### config.mk
export PLATFORM = sky130hd
export DESIGN_NAME = csp_isqrt
export DESIGN_NICKNAME = d
export VERILOG_FILES = /design/src/rtl/core/csp_pkg.sv /design/src/rtl/core/csp_isqrt.sv
export SDC_FILE = /design/constraint.sdc
export NUM_CORES = 2
export LEC_CHECK = 0
export BUFFER_PORTS_ARGS = -buffer_cell sky130_fd_sc_hd__buf_2
export CAP_MARGIN = 20
export CORE_ASPECT_RATIO = 0.75
export CORE_MARGIN = 2
export CORE_UTILIZATION = 40
export CTS_CLUSTER_SIZE = 14
export DETAILED_ROUTE_END_ITERATION = 8
export MAX_ROUTING_LAYER = met4
export PLACE_DENSITY = 0.61
export SYNTH_ARGS = -nofsm -noshare
export SYNTH_HDL_FRONTEND = slang
export SYNTH_SLANG_ARGS = --single-unit
### constraint.sdc
create_clock -name i_clk -period 3.1 [get_ports i_clk]
set_input_delay 0.155 -clock i_clk [delete_from_list [all_inputs] [get_ports i_clk]]
set_output_delay 0.155 -clock i_clk [all_outputs]
set_load 0.03 [all_outputs]
### src/rtl/core/csp_pkg.sv
// capsule support point: shared types, register codes and fixed widths
// no dependencies; imported by every module of the block
package csp_pkg;

    localparam int COORD_W = 32;
    localparam int QUAT_W  = 16;
    localparam int SIZE_W  = 16;
    localparam int AXIS_W  = 34;
    localparam int HP_W    = SIZE_W + 1 + AXIS_W;
    localparam int SQ_W    = 64;
    localparam int ROOT_W  = 32;
    localparam int CFG_IDX_W  = 3;
    localparam int CFG_DATA_W = 64;

    localparam logic [63:0] QUAT_RESET = 64'h4000_0000_0000_0000;
    localparam logic [31:0] SIZE_RESET = 32'h0000_0100;
    localparam logic signed [AXIS_W-1:0] AXIS_ONE = 34'sh1000_0000;

    // configuration register indexes
    typedef enum logic [CFG_IDX_W-1:0] {
        CFG_POS_X = 3'd0,
        CFG_POS_Y = 3'd1,
        CFG_POS_Z = 3'd2,
        CFG_QUAT  = 3'd3,
        CFG_SIZE  = 3'd4
    } t_cfg_idx;

    // per item control flags carried down the pipeline
    typedef struct packed {
        logic       op;
        logic       zero;
        logic       pick_b;
        logic [2:0] neg;
    } t_flags;

    // one result item
    typedef struct packed {
        logic [COORD_W-1:0] pt_x;
        logic [COORD_W-1:0] pt_y;
        logic [COORD_W-1:0] pt_z;
        logic               end_sel;
        logic               zero_dir;
        logic               saturated;
    } t_result;

endpackage

### src/rtl/core/csp_isqrt.sv
// pipelined floor square root, one result bit per stage, side data carried along
// depends on csp_pkg
module csp_isqrt #(
    parameter int SIDE_W = 8
) (
    input  logic                        i_clk,
    input  logic                        i_rst_n,
    input  logic                        i_en,
    input  logic                        i_vld,
    input  logic [csp_pkg::SQ_W-1:0]    i_sq,
    input  logic [SIDE_W-1:0]           i_side,
    output logic                        o_vld,
    output logic [csp_pkg::ROOT_W-1:0]  o_root,
    output logic [SIDE_W-1:0]           o_side
);
    import csp_pkg::*;

    localparam int TW = SQ_W + 2;

    logic              r_vld  [ROOT_W+1];
    logic [SQ_W-1:0]   r_rem  [ROOT_W+1];
    logic [ROOT_W-1:0] r_root [ROOT_W+1];
    logic [SIDE_W-1:0] r_side [ROOT_W+1];

    assign r_vld[0]  = i_vld;
    assign r_rem[0]  = i_sq;
    assign r_root[0] = '0;
    assign r_side[0] = i_side;

    // one root bit per stage, most significant first
    for (genvar j = 0; j < ROOT_W; j++) begin : g_step
        localparam int B = ROOT_W - 1 - j;
        logic [TW-1:0]     w_trial;
        logic              w_ge;
        logic [SQ_W-1:0]   n_rem;
        logic [ROOT_W-1:0] n_root;

        always_comb begin
            w_trial = (TW'(r_root[j]) << (B + 1)) + (TW'(1) << (2 * B));
            w_ge    = TW'(r_rem[j]) >= w_trial;
            n_rem   = w_ge ? (r_rem[j] - w_trial[SQ_W-1:0]) : r_rem[j];
            n_root  = w_ge ? (r_root[j] | (ROOT_W'(1) << B)) : r_root[j];
        end

        always_ff @(posedge i_clk) begin
            if (!i_rst_n) begin
                r_vld[j+1] <= 1'b0;
            end else if (i_en) begin
                r_vld[j+1] <= r_vld[j];
            end
            if (i_en) begin
                r_rem[j+1]  <= n_rem;
                r_root[j+1] <= n_root;
                r_side[j+1] <= r_side[j];
            end
        end
    end

    assign o_vld  = r_vld[ROOT_W];
    assign o_root = r_root[ROOT_W];
    assign o_side = r_side[ROOT_W];

endmodule

## After elaboration in Yosys (flattened, before gate mapping)

Index checks and enable logic that the tools add are counted.

- Mux-type cells: 32
- Magnitude comparators: 32
- Add/subtract/negate cells: 62

Operator list:

| cell | number |
|---|---|
| 64-bit 2-to-1 mux | 31 |
| 63-bit by 61-bit adder with 64-bit output, second input constant | 1 |
| 64-bit by 34-bit >= comparator with 1-bit output | 1 |
| 64-bit by 35-bit >= comparator with 1-bit output | 1 |
| 64-bit by 36-bit >= comparator with 1-bit output | 1 |
| 64-bit by 37-bit >= comparator with 1-bit output | 1 |
| 64-bit by 38-bit >= comparator with 1-bit output | 1 |
| 64-bit by 39-bit >= comparator with 1-bit output | 1 |
| 64-bit by 40-bit >= comparator with 1-bit output | 1 |
| 64-bit by 41-bit >= comparator with 1-bit output | 1 |
| 64-bit by 42-bit >= comparator with 1-bit output | 1 |
| 64-bit by 43-bit >= comparator with 1-bit output | 1 |
| 64-bit by 44-bit >= comparator with 1-bit output | 1 |
| 64-bit by 45-bit >= comparator with 1-bit output | 1 |
| 64-bit by 46-bit >= comparator with 1-bit output | 1 |
| 64-bit by 47-bit >= comparator with 1-bit output | 1 |
| 64-bit by 48-bit >= comparator with 1-bit output | 1 |
| 64-bit by 49-bit >= comparator with 1-bit output | 1 |
| 64-bit by 50-bit >= comparator with 1-bit output | 1 |
| 64-bit by 51-bit >= comparator with 1-bit output | 1 |
| 64-bit by 52-bit >= comparator with 1-bit output | 1 |
| 64-bit by 53-bit >= comparator with 1-bit output | 1 |
| 64-bit by 54-bit >= comparator with 1-bit output | 1 |
| 64-bit by 55-bit >= comparator with 1-bit output | 1 |
| other kinds (72) | 72 |

- Word-level logic and storage cells: 284
- Flip-flop bits (word level): 3296

## Logic depth before layout (Yosys ltp)

- Word-level depth: 3
- Gate-level depth with buffers: 15
- Gate-level depth less buffers: 12

## Worst setup path after synthesis

OpenSTA, ideal clock, no wires.

- Kind: register -> register
- Start point: reg r_rem[533] (netlist bit)
- End point: reg r_rem[501] (netlist bit) (data pin)
- Cell stages (with the launch flop): 11
- Required time: 2842 ps
- Slack: -277 ps
- Library setup time: 258 ps
- Arrival time: 3119 ps
- Path through: edfxtp_1 -> ha_1 -> and3_1 -> a221o_1 -> a31oi_1 -> a2111oi_0 -> a2111oi_2 -> o21ai_1 -> a2111oi_2 -> nand3_1 -> xnor2_1

- Cells in the longest elaborated chain, start to end: 2
- Elaborated cells on any way between the ends: 3

Ends and longest elaborated chain:

| element | line | source |
|---|---|---|
| from (decl) | csp_isqrt.sv:21 | `logic [SQ_W-1:0] r_rem [ROOT_W+1];` |
| from (signal, indexed assignment) | csp_isqrt.sv:52 | `r_rem[j+1] <= n_rem;` |
| 64-bit by 41-bit subtractor with 64-bit output or 64-bit by 41-bit >= comparator with 1-bit output (tied branches) | csp_isqrt.sv:41, csp_isqrt.sv:40 |  |
| 64-bit 2-to-1 mux * | csp_isqrt.sv:41 | `n_rem = w_ge ? (r_rem[j] - w_trial[SQ_W-1:0]) : r_rem[j];` |
| net g_step[24].n_rem[53] | csp_isqrt.sv:35 | `logic [SQ_W-1:0] n_rem;` |

The timed path passes the listed nets; every way through them passes the cells marked *.
A chain may end at the register's enable or synchronous reset.

## Worst setup path in the final report

- Start point: reg r_rem[534] (netlist bit)
- End point: reg r_rem[477] (netlist bit) (data pin)

The elaborated chain is that of the path after synthesis.

==> results_dict.tcl <==
set metrics [dict create \
    yosysWarnings 0 \
    drt_pass1_iterations 8 \
    place_congestion 0.9641 \
    area_delta_synth_final_pct 33.72 \
    grt_pass1_wl_mm 572.6 \
    clk_latency_ns 0.91 \
    worst_pin_slew_ns 0.9848 \
    power.share.clock_pct 28.7 \
    num_vias 93360 \
    num_rows 181 \
    die_w_um 662.5 \
    worstSetupEndpointType "flop" \
    switching_share_pct 30.63 \
    grt_overflow 0 \
    drtIter0Drc 10350 \
    violations "negative setup slack" \
    cts_root_buf "clkbuf_16" \
    crit_top_cell "buf_12" \
    rrSetupSlack_ns -0.44 \
    ys_seq_elements 2800 \
    leakage_nw 67.89 \
    min_path_type "in2reg" \
    setup_slack_ns -0.4411 \
    synth.avg_cell_area_sq_um 13.00 \
    place_area_sq_mm 0.1512 \
    clkTransAtPathRegs_ns 0.06 \
    ir_drop_v 0.0004858 \
    netlist_instances 10010 \
    viasPerCell 5.397 \
    pwr-share-seq_pct 42.9 \
    drc_errors 0 \
    multi_input_area_sq_mm 0.05055 \
    min_period_over_period_pct 114.2 \
    grt_pass1_vias 89750 \
    fp.coreArea_sq_mm 0.3238 \
    combPwrFrac_pct 28.3 \
    crit_required_ns 3.73 \
    clock_skew_ns 0.07181 \
    drive_above_1_share_pct 32.09 \
    synth_edf_count 2768 \
    yosysUniqueCellTypes 98 \
    pwr_density_cell_mw_per_mm2 696.9 \
    grt_max_degree 163 \
    fin_area_sq_mm 0.1740 \
    antenna_found_initial 24 \
    die_area_sq_mm 0.3299 \
    syn_nets 10640 \
    drtAntennaViolNets 0 \
    cts_tree "done" \
    drt_wl_total_mm 389.0 \
    clk_path_buf_depth 4 \
    seq_area_frac_synth_pct 64.38 \
    die_y_um 497.9 \
    startpoint_type "flop" \
    slew_headroom_pct 34.34 \
    fmax_ghz 0.2824 \
    initial_core_util_pct 40.17 \
    max_stage_delay_ns 0.45 \
    p_int_mw 84.10 \
    crit_chain "ha_4 -> and3_4 -> a221o_1 -> buf_6 -> o2111ai_4 -> nand3_2 -> o311a_4 -> nor3_4 -> buf_12 -> clkinvlp_4 -> buf_12 -> buf_8 -> buf_16 -> nor2_4 -> a21oi_2" \
    h-tree-depth 5 \
    fill_cells 26750 \
    place_ws_ns -0.9011 \
    clock-sinks 2800 \
    power_switching_mw 37.13 \
    drv_cap 0 \
    ys.flop_type "edfxtp_1" \
    synth_area_sq_mm 0.1301 \
    portBuffers 116 \
    slowest_stage "edfxtp_1" \
    grtUsageTotal_pct 23.38 \
    grt_setup_unrepaired "true" \
    wire_per_inst_um 22.49 \
    maxSlewViolCount 0 \
    arrival_ns 4.18 \
    hold_viol_final 0 \
    finalSetupViolations 419 \
    synthArstFlopShare_pct 0 \
    run_status "finished with violations" \
    regArea_sq_mm 0.08376 \
    dp_hpwl_mm 282.0 \
    crit_path_max_fanout 7 \
    ios 117 \
    cts_buffers 294 \
    critPathKind "reg2reg" \
    min_period_ns 3.541 \
    nNetsFinal 13420 \
]
## final cells by class
cell class / count / share of cell area, %
Clock buffer: 347 / 4.380
Multi-Input combinational cell: 6297 / 29.06
Tap cell: 4300 / 3.093
Antenna cell: 6 / 0.008630
Sequential cell: 2800 / 48.15
Inverter: 690 / 1.517
Clock inverter: 157 / 0.9493
Timing Repair Buffer: 2701 / 12.85
## synth_stat cells (49+ instances only)
| cell | number | area (sq um) |
|---|---|---|
| o21ai_0 | 377 | 1887 |
| a31oi_1 | 58 | 362.9 |
| mux2_2 | 94 | 1059 |
| nand3_1 | 167 | 835.8 |
| edfxtp_1 | 2768 | 83120 |
| nor3_1 | 241 | 1206 |
| nand4_1 | 175 | 1095 |
| clkbuf_1 | 182 | 683.2 |
| a21oi_1 | 646 | 3233 |
| o21a_1 | 90 | 675.7 |
| or2_2 | 49 | 306.5 |
| o211ai_1 | 53 | 397.9 |
| or4_1 | 89 | 668.1 |
| ha_1 | 558 | 6982 |
| o21bai_1 | 58 | 435.4 |
| nor2_1 | 650 | 2440 |
| a211oi_1 | 49 | 367.9 |
| a21o_1 | 216 | 1622 |
| or3_1 | 98 | 613.1 |
| nand2b_1 | 122 | 763.2 |
| nor4_1 | 342 | 2140 |
| nand2_1 | 558 | 2095 |
| xnor2_1 | 493 | 4318 |
| nor2b_1 | 91 | 569.3 |
| xor2_1 | 395 | 3460 |
| inv_1 | 686 | 2575 |
## routing by layer
layer | vias to the layer above | part of all wire (%) | global-route usage, %
li1 | 43230 | - | -
met1 | 45960 | 50 | 37.36
met2 | 3672 | 39 | 29.72
met3 | 503 | 9.7 | 5.309
met4 | 0 | 1.9 | 4.416
met5 | - | 0 | -
## worst paths after layout
kind,cells after the start,start,to
max,15,r_rem[534],r_rem[477]
max reg2reg,15,r_rem[534],r_rem[477]
min,2,i_sq[18],r_rem[2002]
min reg2reg,0,r_side[136],r_side[128]
## power by group through the flow
| stage | sequential (mW) | combinational (mW) | clock, mW |
|---|---|---|---|
| floorplan | 50.4 | 16.1 | 0 |
| global placement | 52.3 | 29.1 | 0 |
| detailed placement | 52.3 | 29.3 | 0 |
| CTS | 51.8 | 31.9 | 35.5 |
| global route | 52.4 | 37.2 | 37.0 |
| finish | 52.1 | 34.4 | 34.8 |
## critical path, delay by kind of cell (launching register included)
family                     cells  cell delay, ns
AOI/OAI and AO/OA              4            1.08
buffers and inverters          6            0.82
and+or+nand+nor                4            0.68
DFF                            1            0.45
adders and majority gates      1            0.28
## stage by stage
| stage | instances | hold WS [ns] | setup TNS (ns) | utilization, % | power, mW |
|---|---|---|---|---|---|
| 2_1_floorplan | 10010 | 0.2539 | -1.694 | - | 66.52 |
| 3_3_place_gp | 16200 | 0.3390 | -225.03 | 46.69 | 81.42 |
| 3_5_place_dp | 16200 | 0.3362 | -225.25 | 46.69 | 81.64 |
| 4_1_cts | 17140 | 0.003083 | -39.45 | 52.23 | 119.2 |
| 5_1_grt | 17300 | 0.05384 | -104.27 | 53.72 | 126.6 |
| 6_report | 17300 | 0.06505 | -55.05 | 53.72 | 121.2 |
## layout by cell type (no fill, tap or decap), drive strengths merged, types with 356 or more instances in the layout
master	netlist	layout
a21oi	646	646
buf	41	2546
clkbuf	182	356
edfxtp	2768	2768
ha	558	558
inv	690	699
nand2	558	558
nor2	650	650
o21ai	380	380
xnor2	493	493
xor2	395	395
## sequential cells by signal (all words and copies together) (netlist names)
| name | flops |
|---|---|
| o_root | 32 |
| o_side | 8 |
| o_vld | 1 |
| r_rem | 1984 |
| r_root | 496 |
| r_side | 248 |
| r_vld | 31 |
## cell families after synthesis
group,after synthesis,synth area share [%]
compound gates,1844,8.884
xor+xnor,888,5.978
fa+ha+maj,558,5.366
buf+inv,913,2.682
flops,2800,64.38
mux,138,1.153
simple gates,2868,11.56
## what timing repair did
action	4_1_cts	5_1_grt
gates resized for setup	960	734
hold endpoints to repair	274	0
cloned	33	9
pin swaps	344	384
hold buffers	144	0
buffers inserted	296	200
endpoints found under the setup margin	801	831
(Power assumes the default switching activity.)
